**src/hdl/grid_wavefront_distance_map_defines.svh**
```systemverilog
// ----------------------------------------------------------------------------
// Grid wavefront distance map: assertion macros
// Concurrent assertion helpers; they compile away when SYNTHESIS is defined.
// ----------------------------------------------------------------------------
`ifndef GRID_WAVEFRONT_DISTANCE_MAP_DEFINES_SVH
`define GRID_WAVEFRONT_DISTANCE_MAP_DEFINES_SVH

`ifndef SYNTHESIS
// Same-cycle implication, sampled on clk_i, off while rst_ni is low
`define GWD_ASSERT_IMP(lbl, ante, cons, msg) \
  lbl: assert property (@(posedge clk_i) disable iff (!rst_ni) (ante) |-> (cons)) \
    else $error(msg);
// Next-cycle implication, sampled on clk_i, off while rst_ni is low
`define GWD_ASSERT_NXT(lbl, ante, cons, msg) \
  lbl: assert property (@(posedge clk_i) disable iff (!rst_ni) (ante) |=> (cons)) \
    else $error(msg);
`else
`define GWD_ASSERT_IMP(lbl, ante, cons, msg)
`define GWD_ASSERT_NXT(lbl, ante, cons, msg)
`endif

`endif

```
**src/hdl/gwd_pkg.sv**
```systemverilog
// ----------------------------------------------------------------------------
// gwd_pkg
// Shared types, codes and constants of the grid wavefront distance map.
// ----------------------------------------------------------------------------
package gwd_pkg;

  // Grid size default and fixed field widths
  localparam int GRID_SIZE_DEF = 16;
  localparam int COORD_W       = 4;
  localparam int SWEEP_W       = 6;
  localparam int DIST_W        = 8;
  localparam int CFG_IDX_W     = 3;
  localparam int CFG_DATA_W    = 8;

  // Register reset values
  localparam logic [SWEEP_W-1:0] SWEEP_RESET = 6'd15;
  localparam logic [DIST_W-1:0]  INIT_RESET  = 8'd81;
  localparam logic [DIST_W-1:0]  WALL_RESET  = 8'd99;
  localparam logic [DIST_W-1:0]  DIST_MAX    = 8'd255;

  // Operation codes
  typedef enum logic [1:0] {
    OP_LOAD = 2'd0,
    OP_RUN  = 2'd1,
    OP_READ = 2'd2
  } gwd_op_e;

  // Configuration register indexes
  typedef enum logic [CFG_IDX_W-1:0] {
    REG_GOAL_ROW  = 3'd0,
    REG_GOAL_COL  = 3'd1,
    REG_SWEEP_CNT = 3'd2,
    REG_INIT_DIST = 3'd3,
    REG_WALL_MARK = 3'd4
  } gwd_reg_e;

  // Channel payloads
  typedef struct packed {
    logic [1:0]         op;
    logic [COORD_W-1:0] cell_row;
    logic [COORD_W-1:0] cell_col;
    logic               is_wall;
  } gwd_in_t;

  typedef struct packed {
    logic [DIST_W-1:0] distance;
    logic              cell_blocked;
  } gwd_out_t;

  // Controller to datapath commands
  typedef struct packed {
    logic rd_in;       // read cell at input address
    logic wr_load;     // write loaded cell
    logic latch_kind;  // capture transaction kind
    logic cnt_clear;   // reset sweep counters
    logic rd_ud;       // read up and down neighbors
    logic rd_rc;       // read right neighbor and center
    logic update;      // relax current cell
    logic cnt_step;    // advance to next cell
    logic out_load;    // move result into output register
  } gwd_cmd_t;

  // Datapath to controller status
  typedef struct packed {
    logic in_grid;     // input address lies on the grid
    logic run_zero;    // sweep count is zero
    logic run_last;    // last cell of last sweep
    logic out_free;    // output register can take a result
  } gwd_stat_t;

endpackage

```
**src/hdl/gwd_stream_if.sv**
```systemverilog
// ----------------------------------------------------------------------------
// gwd_stream_if
// Valid/ready channel carrying one payload per transaction.
// ----------------------------------------------------------------------------
interface gwd_stream_if #(
  parameter type payload_t = logic
);

  logic     valid;
  logic     ready;
  payload_t payload;

  modport source (
    output valid,
    output payload,
    input  ready
  );

  modport sink (
    input  valid,
    input  payload,
    output ready
  );

endinterface

```
**src/hdl/gwd_ctrl.sv**
```systemverilog
// ----------------------------------------------------------------------------
// gwd_ctrl
// Sequencer: decodes transactions and steps the datapath through sweeps.
// ----------------------------------------------------------------------------
module gwd_ctrl
  import gwd_pkg::*;
(
  input  logic      clk_i,
  input  logic      rst_ni,
  input  logic      in_valid_i,
  input  logic [1:0] in_op_i,
  output logic      in_ready_o,
  input  gwd_stat_t stat_i,
  output gwd_cmd_t  cmd_o
);

  typedef enum logic [5:0] {
    S_IDLE   = 6'b000001,
    S_RD_UD  = 6'b000010,
    S_RD_RC  = 6'b000100,
    S_UPDATE = 6'b001000,
    S_DONE   = 6'b010000,
    S_SPARE  = 6'b100000
  } state_e;

  state_e state_q, state_d;
  logic   accept;

  assign in_ready_o = (state_q == S_IDLE);
  assign accept     = in_valid_i && in_ready_o;

  // Next state and commands
  always_comb begin
    state_d = state_q;
    cmd_o   = '0;
    case (state_q)
      S_IDLE: begin
        if (accept) begin
          cmd_o.latch_kind = 1'b1;
          state_d          = S_DONE;
          case (gwd_op_e'(in_op_i))
            OP_LOAD: cmd_o.wr_load = stat_i.in_grid;
            OP_READ: cmd_o.rd_in   = 1'b1;
            OP_RUN: begin
              if (!stat_i.run_zero) begin
                cmd_o.cnt_clear = 1'b1;
                state_d         = S_RD_UD;
              end
            end
            default: ;
          endcase
        end
      end
      S_RD_UD: begin
        cmd_o.rd_ud = 1'b1;
        state_d     = S_RD_RC;
      end
      S_RD_RC: begin
        cmd_o.rd_rc = 1'b1;
        state_d     = S_UPDATE;
      end
      S_UPDATE: begin
        cmd_o.update = 1'b1;
        if (stat_i.run_last) begin
          state_d = S_DONE;
        end else begin
          cmd_o.cnt_step = 1'b1;
          state_d        = S_RD_UD;
        end
      end
      S_DONE: begin
        if (stat_i.out_free) begin
          cmd_o.out_load = 1'b1;
          state_d        = S_IDLE;
        end
      end
      default: state_d = S_IDLE;
    endcase
  end

  // State register
  always_ff @(posedge clk_i or negedge rst_ni) begin
    if (!rst_ni) begin
      state_q <= S_IDLE;
    end else begin
      state_q <= state_d;
    end
  end

endmodule

```
**src/hdl/gwd_datapath.sv**
```systemverilog
// ----------------------------------------------------------------------------
// gwd_datapath
// Configuration registers, cell memory, sweep counters, relaxation logic
// and the output register.
// ----------------------------------------------------------------------------
module gwd_datapath
  import gwd_pkg::*;
#(
  parameter int GRID_SIZE = GRID_SIZE_DEF
) (
  input  logic                  clk_i,
  input  logic                  rst_ni,
  input  logic                  cfg_we_i,
  input  logic [CFG_IDX_W-1:0]  cfg_index_i,
  input  logic [CFG_DATA_W-1:0] cfg_data_i,
  input  gwd_in_t               in_payload_i,
  input  logic                  out_ready_i,
  input  gwd_cmd_t              cmd_i,
  output gwd_stat_t             stat_o,
  output logic                  out_valid_o,
  output gwd_out_t              out_payload_o
);

  localparam int ROW_W  = $clog2(GRID_SIZE);
  localparam int ADDR_W = 2 * ROW_W;
  localparam int DEPTH  = 1 << ADDR_W;
  localparam int CMP_W  = (ROW_W + 1 > COORD_W) ? ROW_W + 1 : COORD_W;
  localparam logic [ROW_W-1:0] LAST = ROW_W'(GRID_SIZE - 1);

  // Two-input minimum over usable neighbors: {found, value}
  function automatic logic [DIST_W:0] pick_min(
    input logic              va,
    input logic [DIST_W-1:0] a,
    input logic              vb,
    input logic [DIST_W-1:0] b
  );
    logic [DIST_W:0] res;
    if (va && (!vb || a <= b)) begin
      res = {1'b1, a};
    end else if (vb) begin
      res = {1'b1, b};
    end else begin
      res = '0;
    end
    return res;
  endfunction

  // Configuration registers
  logic [COORD_W-1:0] goal_row_q, goal_col_q;
  logic [SWEEP_W-1:0] sweep_count_q;
  logic [DIST_W-1:0]  init_dist_q, wall_mark_q;

  always_ff @(posedge clk_i or negedge rst_ni) begin
    if (!rst_ni) begin
      goal_row_q    <= '0;
      goal_col_q    <= '0;
      sweep_count_q <= SWEEP_RESET;
      init_dist_q   <= INIT_RESET;
      wall_mark_q   <= WALL_RESET;
    end else if (cfg_we_i) begin
      case (gwd_reg_e'(cfg_index_i))
        REG_GOAL_ROW:  goal_row_q    <= cfg_data_i[COORD_W-1:0];
        REG_GOAL_COL:  goal_col_q    <= cfg_data_i[COORD_W-1:0];
        REG_SWEEP_CNT: sweep_count_q <= cfg_data_i[SWEEP_W-1:0];
        REG_INIT_DIST: init_dist_q   <= cfg_data_i[DIST_W-1:0];
        REG_WALL_MARK: wall_mark_q   <= cfg_data_i[DIST_W-1:0];
        default: ;
      endcase
    end
  end

  // Input address decode
  logic [CMP_W-1:0]  in_row_ext, in_col_ext;
  logic [ADDR_W-1:0] in_addr;
  logic              in_grid, in_goal;

  assign in_row_ext = CMP_W'(in_payload_i.cell_row);
  assign in_col_ext = CMP_W'(in_payload_i.cell_col);
  assign in_grid    = (in_row_ext < CMP_W'(GRID_SIZE)) && (in_col_ext < CMP_W'(GRID_SIZE));
  assign in_addr    = {in_row_ext[ROW_W-1:0], in_col_ext[ROW_W-1:0]};
  assign in_goal    = (in_payload_i.cell_row == goal_row_q) &&
                      (in_payload_i.cell_col == goal_col_q);

  // Sweep position counters
  logic [ROW_W-1:0]   r_q, c_q;
  logic [SWEEP_W-1:0] sweep_q;
  logic               last_cell, last_sweep;

  always_ff @(posedge clk_i or negedge rst_ni) begin
    if (!rst_ni) begin
      r_q     <= '0;
      c_q     <= '0;
      sweep_q <= '0;
    end else if (cmd_i.cnt_clear) begin
      r_q     <= '0;
      c_q     <= '0;
      sweep_q <= '0;
    end else if (cmd_i.cnt_step) begin
      if (c_q == LAST) begin
        c_q <= '0;
        if (r_q == LAST) begin
          r_q     <= '0;
          sweep_q <= sweep_q + SWEEP_W'(1);
        end else begin
          r_q <= r_q + ROW_W'(1);
        end
      end else begin
        c_q <= c_q + ROW_W'(1);
      end
    end
  end

  assign last_cell  = (r_q == LAST) && (c_q == LAST);
  assign last_sweep = (sweep_q == sweep_count_q - SWEEP_W'(1));

  // Neighbor addresses
  logic [ROW_W-1:0]  r_up, r_dn, c_rt;
  logic [ADDR_W-1:0] ctr_addr;

  assign r_up     = r_q - ROW_W'(1);
  assign r_dn     = r_q + ROW_W'(1);
  assign c_rt     = c_q + ROW_W'(1);
  assign ctr_addr = {r_q, c_q};

  // Cell memory: one write port, two registered read ports
  logic [DIST_W-1:0] mem_q [DEPTH];
  logic [DIST_W-1:0] rdata_a_q, rdata_b_q;
  logic [ADDR_W-1:0] raddr_a, raddr_b, waddr;
  logic [DIST_W-1:0] wdata;
  logic              we;

  always_comb begin
    raddr_a = in_addr;
    raddr_b = ctr_addr;
    if (cmd_i.rd_ud) begin
      raddr_a = {r_up, c_q};
      raddr_b = {r_dn, c_q};
    end else if (cmd_i.rd_rc) begin
      raddr_a = {r_q, c_rt};
      raddr_b = ctr_addr;
    end
  end

  always_ff @(posedge clk_i) begin
    if (we) begin
      mem_q[waddr] <= wdata;
    end
  end

  always_ff @(posedge clk_i) begin
    if (cmd_i.rd_in || cmd_i.rd_ud || cmd_i.rd_rc) begin
      rdata_a_q <= mem_q[raddr_a];
    end
    if (cmd_i.rd_ud || cmd_i.rd_rc) begin
      rdata_b_q <= mem_q[raddr_b];
    end
  end

  // Neighbor holding registers
  logic [DIST_W-1:0] up_q, dn_q, left_q;

  always_ff @(posedge clk_i) begin
    if (cmd_i.rd_rc) begin
      up_q <= rdata_a_q;
      dn_q <= rdata_b_q;
    end
  end

  // Relaxation of the current cell
  logic [DIST_W-1:0] center, right;
  logic              use_up, use_dn, use_lf, use_rt, ctr_wall, ctr_goal;
  logic [DIST_W:0]   min_ul, min_rd, min_all;
  logic [DIST_W-1:0] relaxed;

  assign right    = rdata_a_q;
  assign center   = rdata_b_q;
  assign ctr_wall = (center == wall_mark_q);
  assign ctr_goal = (CMP_W'(r_q) == CMP_W'(goal_row_q)) && (CMP_W'(c_q) == CMP_W'(goal_col_q));
  assign use_up   = (r_q != '0) && (up_q != wall_mark_q);
  assign use_dn   = (r_q != LAST) && (dn_q != wall_mark_q);
  assign use_lf   = (c_q != '0) && (left_q != wall_mark_q);
  assign use_rt   = (c_q != LAST) && (right != wall_mark_q);
  assign min_ul   = pick_min(use_up, up_q, use_lf, left_q);
  assign min_rd   = pick_min(use_rt, right, use_dn, dn_q);
  assign min_all  = pick_min(min_ul[DIST_W], min_ul[DIST_W-1:0],
                             min_rd[DIST_W], min_rd[DIST_W-1:0]);

  always_comb begin
    if (ctr_goal) begin
      relaxed = '0;
    end else if (!min_all[DIST_W]) begin
      relaxed = wall_mark_q;
    end else if (min_all[DIST_W-1:0] == DIST_MAX) begin
      relaxed = DIST_MAX;
    end else begin
      relaxed = min_all[DIST_W-1:0] + DIST_W'(1);
    end
  end

  // Left neighbor of the next cell is this cell's final value
  always_ff @(posedge clk_i) begin
    if (cmd_i.update) begin
      left_q <= ctr_wall ? center : relaxed;
    end
  end

  // Write port select
  always_comb begin
    if (cmd_i.wr_load) begin
      we    = 1'b1;
      waddr = in_addr;
      if (in_goal) begin
        wdata = '0;
      end else begin
        wdata = in_payload_i.is_wall ? wall_mark_q : init_dist_q;
      end
    end else begin
      we    = cmd_i.update && !ctr_wall;
      waddr = ctr_addr;
      wdata = relaxed;
    end
  end

  // Transaction kind and output register
  logic     is_read_q;
  logic     out_valid_q;
  gwd_out_t out_q;

  always_ff @(posedge clk_i) begin
    if (cmd_i.latch_kind) begin
      is_read_q <= (gwd_op_e'(in_payload_i.op) == OP_READ) && in_grid;
    end
  end

  always_ff @(posedge clk_i or negedge rst_ni) begin
    if (!rst_ni) begin
      out_valid_q <= 1'b0;
    end else if (cmd_i.out_load) begin
      out_valid_q <= 1'b1;
    end else if (out_ready_i) begin
      out_valid_q <= 1'b0;
    end
  end

  always_ff @(posedge clk_i) begin
    if (cmd_i.out_load) begin
      out_q.distance     <= is_read_q ? rdata_a_q : '0;
      out_q.cell_blocked <= is_read_q && (rdata_a_q == wall_mark_q);
    end
  end

  assign out_valid_o   = out_valid_q;
  assign out_payload_o = out_q;

  // Status
  assign stat_o.in_grid  = in_grid;
  assign stat_o.run_zero = (sweep_count_q == '0);
  assign stat_o.run_last = last_cell && last_sweep;
  assign stat_o.out_free = !out_valid_q || out_ready_i;

endmodule

```
**src/hdl/grid_wavefront_distance_map.sv**
```systemverilog
// ----------------------------------------------------------------------------
// grid_wavefront_distance_map
// Wavefront distance map over a square grid for path planning.
// ----------------------------------------------------------------------------
// Usage: in_i takes one transaction at a time (op, cell_row, cell_col,
// is_wall); out_o returns exactly one result per input transaction, in order.
// Load writes one cell (wall mark, initial distance, or 0 for the goal).
// Run performs sweep_count in-place raster relaxation sweeps. Read returns
// the cell value and whether it equals the wall mark; other ops return zeros.
// A load, read or unused op passes from S_IDLE through S_DONE, and out_o.valid
// rises once the output register takes its result.
// A run steps through each cell of each sweep in turn: up/down reads, then
// right/center reads, then relax and write back on the two-read-port cell
// memory; its result then goes through S_DONE to the output register.
// in_i.ready is high only while no transaction is in progress. A finished
// result sits in the output register; the next transaction can be taken
// while it waits, and a further result holds until out_o is drained.
// Reset clears control state and the configuration registers to their defaults; the cell
// memory is not cleared, so every cell must be loaded before runs or reads.
// Configuration writes go through cfg_we_i / cfg_index_i / cfg_data_i.
// ----------------------------------------------------------------------------
`include "grid_wavefront_distance_map_defines.svh"

module grid_wavefront_distance_map
  import gwd_pkg::*;
#(
  parameter int GRID_SIZE = GRID_SIZE_DEF
) (
  input  logic                  clk_i,
  input  logic                  rst_ni,
  input  logic                  cfg_we_i,
  input  logic [CFG_IDX_W-1:0]  cfg_index_i,
  input  logic [CFG_DATA_W-1:0] cfg_data_i,
  gwd_stream_if.sink            in_i,
  gwd_stream_if.source          out_o
);

  gwd_cmd_t  cmd;
  gwd_stat_t stat;
  gwd_in_t   in_payload;
  gwd_out_t  out_payload;
  logic      in_ready;
  logic      out_valid;

  assign in_payload    = in_i.payload;
  assign in_i.ready    = in_ready;
  assign out_o.valid   = out_valid;
  assign out_o.payload = out_payload;

  // Sequencer
  gwd_ctrl u_ctrl (
    .clk_i      (clk_i),
    .rst_ni     (rst_ni),
    .in_valid_i (in_i.valid),
    .in_op_i    (in_payload.op),
    .in_ready_o (in_ready),
    .stat_i     (stat),
    .cmd_o      (cmd)
  );

  // Registers, cell memory and relaxation datapath
  gwd_datapath #(
    .GRID_SIZE (GRID_SIZE)
  ) u_datapath (
    .clk_i         (clk_i),
    .rst_ni        (rst_ni),
    .cfg_we_i      (cfg_we_i),
    .cfg_index_i   (cfg_index_i),
    .cfg_data_i    (cfg_data_i),
    .in_payload_i  (in_payload),
    .out_ready_i   (out_o.ready),
    .cmd_i         (cmd),
    .stat_o        (stat),
    .out_valid_o   (out_valid),
    .out_payload_o (out_payload)
  );

  // Checks
  `GWD_ASSERT_NXT(a_busy_after_accept, in_i.valid && in_ready, !in_ready, "ready after accept")
  `GWD_ASSERT_NXT(a_ud_then_rc, cmd.rd_ud, cmd.rd_rc, "read sequence broken")
  `GWD_ASSERT_NXT(a_rc_then_update, cmd.rd_rc, cmd.update, "update missing after reads")
  `GWD_ASSERT_IMP(a_valid_from_load, $rose(out_valid), $past(cmd.out_load), "stray result")

endmodule
```
**src/flat_wrapper.sv**
```systemverilog
// flat-port wrapper written by rule: the top's interface ports become plain ports
module grid_wavefront_distance_map_flat import gwd_pkg::*;
#(
  parameter int GRID_SIZE = GRID_SIZE_DEF
)
  (clk_i, rst_ni, cfg_we_i, cfg_index_i, cfg_data_i, in_i_valid, in_i_payload, in_i_ready, out_o_valid, out_o_payload, out_o_ready);
  gwd_stream_if in_i_i ();
  gwd_stream_if out_o_i ();
  input  logic clk_i;
  input  logic rst_ni;
  input  logic cfg_we_i;
  input  logic [CFG_IDX_W-1:0] cfg_index_i;
  input  logic [CFG_DATA_W-1:0] cfg_data_i;
  input wire logic [$bits(in_i_i.valid)-1:0] in_i_valid;
  input wire logic [$bits(in_i_i.payload)-1:0] in_i_payload;
  output wire logic [$bits(in_i_i.ready)-1:0] in_i_ready;
  output wire logic [$bits(out_o_i.valid)-1:0] out_o_valid;
  output wire logic [$bits(out_o_i.payload)-1:0] out_o_payload;
  input wire logic [$bits(out_o_i.ready)-1:0] out_o_ready;
  assign in_i_i.valid = in_i_valid;
  assign in_i_i.payload = in_i_payload;
  assign in_i_ready = in_i_i.ready;
  assign out_o_valid = out_o_i.valid;
  assign out_o_payload = out_o_i.payload;
  assign out_o_i.ready = out_o_ready;
  grid_wavefront_distance_map #(.GRID_SIZE(GRID_SIZE)) u_core (.clk_i(clk_i), .rst_ni(rst_ni), .cfg_we_i(cfg_we_i), .cfg_index_i(cfg_index_i), .cfg_data_i(cfg_data_i), .in_i(in_i_i), .out_o(out_o_i));
endmodule
```
**config.mk**
```make
export PLATFORM = sky130hd
export DESIGN_NAME = grid_wavefront_distance_map_flat
export DESIGN_NICKNAME = d
export VERILOG_FILES = /design/src/hdl/gwd_pkg.sv /design/src/hdl/gwd_stream_if.sv /design/src/hdl/gwd_ctrl.sv /design/src/hdl/gwd_datapath.sv /design/src/hdl/grid_wavefront_distance_map.sv /design/src/flat_wrapper.sv
export VERILOG_INCLUDE_DIRS = /design/src /design/src/hdl
export SDC_FILE = /design/constraint.sdc
export NUM_CORES = 1
export LEC_CHECK = 0
export ABC_AREA = 1
export BUFFER_PORTS_ARGS = -buffer_cell sky130_fd_sc_hd__buf_2
export CAP_MARGIN = 20
export CELL_PAD_IN_SITES_DETAIL_PLACEMENT = 1
export CELL_PAD_IN_SITES_GLOBAL_PLACEMENT = 1
export CORE_MARGIN = 3
export CORE_UTILIZATION = 45
export DETAILED_ROUTE_END_ITERATION = 6
export HOLD_SLACK_MARGIN = 0.12
export PLACE_DENSITY = 0.94
export SLEW_MARGIN = 20
export SYNTH_ARGS = -nofsm -noshare
export SYNTH_HDL_FRONTEND = slang
export SYNTH_SLANG_ARGS = --single-unit
```
**constraint.sdc**
```tcl
create_clock -name clk_i -period 4.79 [get_ports clk_i]
set_clock_uncertainty 0.2 [all_clocks]
set_input_delay 0.958 -clock clk_i [delete_from_list [all_inputs] [get_ports clk_i]]
set_output_delay 0.958 -clock clk_i [all_outputs]
set_load 0.05 [all_outputs]
```
==> flow_summary.ini <==
[status]
status = complete, no violations

[worst_setup_path]
cp_slowest_stage_delay_ns = 0.41
r2r-start = u_core.u_datapath.sweep_count_q[0]$_DFFE_PN1P_
worstPathArrival_ns = 1.53
required_ns = 3.63
cp_cell_sequence = inv_1, nand2_1, inv_1, nand4_1, inv_1, buf_2
endpoint_kind = primary output
r2r_cells = 14
critPathLaunchType = flip-flop
crit_top_cell = inv_1
reg2reg_slack_ns = 2.52
crit_slowest_cell = dfrtp_1
worstSetupPathType = reg2out
r2r_end = u_core.u_datapath.c_q[1]$_DFFE_PN0N_
cp_max_fo = 5

[clocking]
clockBufferDepth = 2
cts_resized = 0
root_buffer = clkbuf_4
cts_tree = done
post_cts_buffers = 0
cts_buffers = 3
htreeDepth = 1
cts.sinks = 26
clk_pin_slew_ns = 0.15
clk_latency_ns = 0.34
hold_buffers = 0

[global_route]
use_met2_pct = 39.7
grt_pass1_wl_um = 6870
busiest_layer = met2
grt_usage_pct = 21.4
gr-usage-met1_pct = 24.4
overflow = 0
grt_use_met3_pct = 4.16
grt_pass1_vias = 1484
antenna_found_initial = 0
grt_start_max_net_pins = 27

[floorplan]
pin_count = 20
die_w_um = 64.5
rows = 20
core_mm2 = 0.00315
die-area_mm2 = 0.00416
die_height_um = 64.5
start_util_pct = 48.8

[synthesis]
synth_area_mm2 = 0.00154
ys.flop_type = dfrtp_1
ys_warn_count = 0
ys_types = 29
synth_area_per_cell_um2 = 7.58
seq_area_frac_synth_pct = 42.7
synth-async-reset-ratio_pct = 100
synthesis.nets = 224
synth_edf_count = 0
ys_seq_elements = 26
synthCells = 203

[timing]
setup_tns_ns = 0
timing.final.crit_share_pct = 56.1
min_period_ns = 2.69
max-slew-margin-rel_pct = 60.4
slew_viol_final = 0
hold_violations = 0
tightest_slew_ns = 0.594
fmax_ghz = 0.372
fin_hold_ws_ns = 0.333
setup_viol = 0
rsz0062_at_grt = no
setup_ws_ns = 2.10

[detailed_routing]
num_vias = 1369
post_drt_wl_per_cell_um = 14.6
drt_pass1_iterations = 4
drc = 0
drtIter0Drc = 55
antenna_left = 0
viasPerCell = 5.23
totalWireLength_um = 3840

[finish]
drive_gt1_share_pct = 16.5
nets = 240
design_area_mm2 = 0.00169
stdcell_count = 262
layout-area-overhead-vs-synth_pct = 10.1
final_util_pct = 53.7
diodes = 0
fill_cells = 420

[pwr]
p_total_mw = 0.577
combinationalPowerShare_pct = 26.4
irDropWorstVdd_v = 0.000215
switchingPower_mw = 0.197
power_frac_clock_pct = 27.2
power_leakage_nw = 0.927
switching_share_pct = 34.2
pwr-share-seq_pct = 46.4
powerDensity_mw_per_mm2 = 341
p_int_mw = 0.380

[place]
dp_hpwl_um = 2900
port_buffers = 15
place.gp.congestion = 0.777
postPlaceCellArea_mm2 = 0.00164
dp.cells = 258
pre_cts_slack_ns = 2.48

[worst_hold_path]
hp-class = reg2reg
min-delay-start = u_core.u_datapath.r_q[3]$_DFFE_PN0P_
hold-path-endpoint = u_core.u_datapath.r_q[3]$_DFFE_PN0P_
min_delay_path_depth = 2

[flow_run]
maxCapViolations = 0
critical path: cells and delay by family (launching register included):
| family | cells | cell delay [ns] |
|---|---|---|
| buffers and inverters | 4 | 0.53 |
| and+or+nand+nor | 2 | 0.26 |
| DFF | 1 | 0.41 |
per-layer routing:
layer  vias up  wire [um]
li1        674          -
met1       669       1610
met2        19       2030
met3         7        121
met4         0         68
met5         -          0
logic make-up (layout without fill, tap and decap cells):
logic type | count (synthesis) | count (layout) | synth area share [%]
other | 1 | 1 | 0.244
buffers and inverters | 33 | 48 | 8.86
XOR/XNOR | 9 | 9 | 5.12
multiplexers | 1 | 1 | 0.732
flip-flops | 26 | 26 | 42.7
AND/OR/NAND/NOR | 116 | 116 | 34.6
AO/OA/AOI/OAI | 13 | 13 | 4.47
adder cells (fa/ha/maj) | 4 | 4 | 3.25
Yosys cell counts, types with 4 or more instances:
master / count / share of area (%)
nand2_1: 60 / 15
inv_1: 28 / 6.8
dfrtp_1: 21 / 34
nor2_1: 18 / 4.4
nand4_1: 15 / 6.1
nand3_1: 11 / 3.6
a21oi_1: 6 / 2.0
xor2_1: 6 / 3.4
dfstp_2: 5 / 8.5
o21ai_0: 5 / 1.6
ha_1: 4 / 3.3
registers in the layout, indices dropped and copies added (netlist names):
| name | count |
|---|---|
| u_core.u_datapath.r_q | 4 |
| u_core.u_ctrl.state_q | 5 |
| u_core.u_datapath.sweep_q | 6 |
| u_core.u_datapath.sweep_count_q | 6 |
| u_core.u_datapath.out_valid_o | 1 |
| u_core.u_datapath.c_q | 4 |
cell usage in the layout, fill, tap and decap left out, types with 3 or more instances in the layout:
cell type,netlist,layout
dfstp_2,5,5
clkbuf_4,0,3
xor2_1,6,6
a21oi_1,6,6
inv_1,28,28
nand4_1,15,15
buf_2,1,15
nor2_1,18,18
dfrtp_1,21,21
nand2_1,60,60
or2_2,3,3
nand3_1,11,11
o21ai_0,5,5
ha_1,4,4
xnor2_1,3,3
cell type report:
cell class,count,area (um^2),area share (%)
multi-input cells,144,746,44.0
flip-flops and latches,26,657,38.8
inverters,29,109,6.43
repair buffers,15,75.1,4.43
clock buffers,3,22.5,1.33
well taps,44,55.1,3.25
clock inverters,1,30.0,1.77
power groups by stage:
stage          registers, mW  clock network (mW)  logic, mW
3_5_place_dp           0.272                   0      0.154
3_3_place_gp           0.269                   0      0.142
4_1_cts                0.268               0.158      0.155
6_report               0.267               0.157      0.152
2_1_floorplan          0.281                   0     0.0977
5_1_grt                0.271               0.169      0.173
how the worst max path moves through the flow:
stage,start,endpoint,depth (start not counted)
floorplan,u_core.u_ctrl.state_q[3]$_DFFE_PN0P_,in_i_ready,5
global placement,u_core.u_ctrl.state_q[3]$_DFFE_PN0P_,in_i_ready,6
detailed placement,u_core.u_ctrl.state_q[2]$_DFFE_PN0P_,in_i_ready,6
CTS,u_core.u_ctrl.state_q[2]$_DFFE_PN0P_,in_i_ready,6
global route,u_core.u_ctrl.state_q[2]$_DFFE_PN0P_,in_i_ready,6
finish,u_core.u_ctrl.state_q[2]$_DFFE_PN0P_,in_i_ready,6
(Power assumes the default switching activity.)
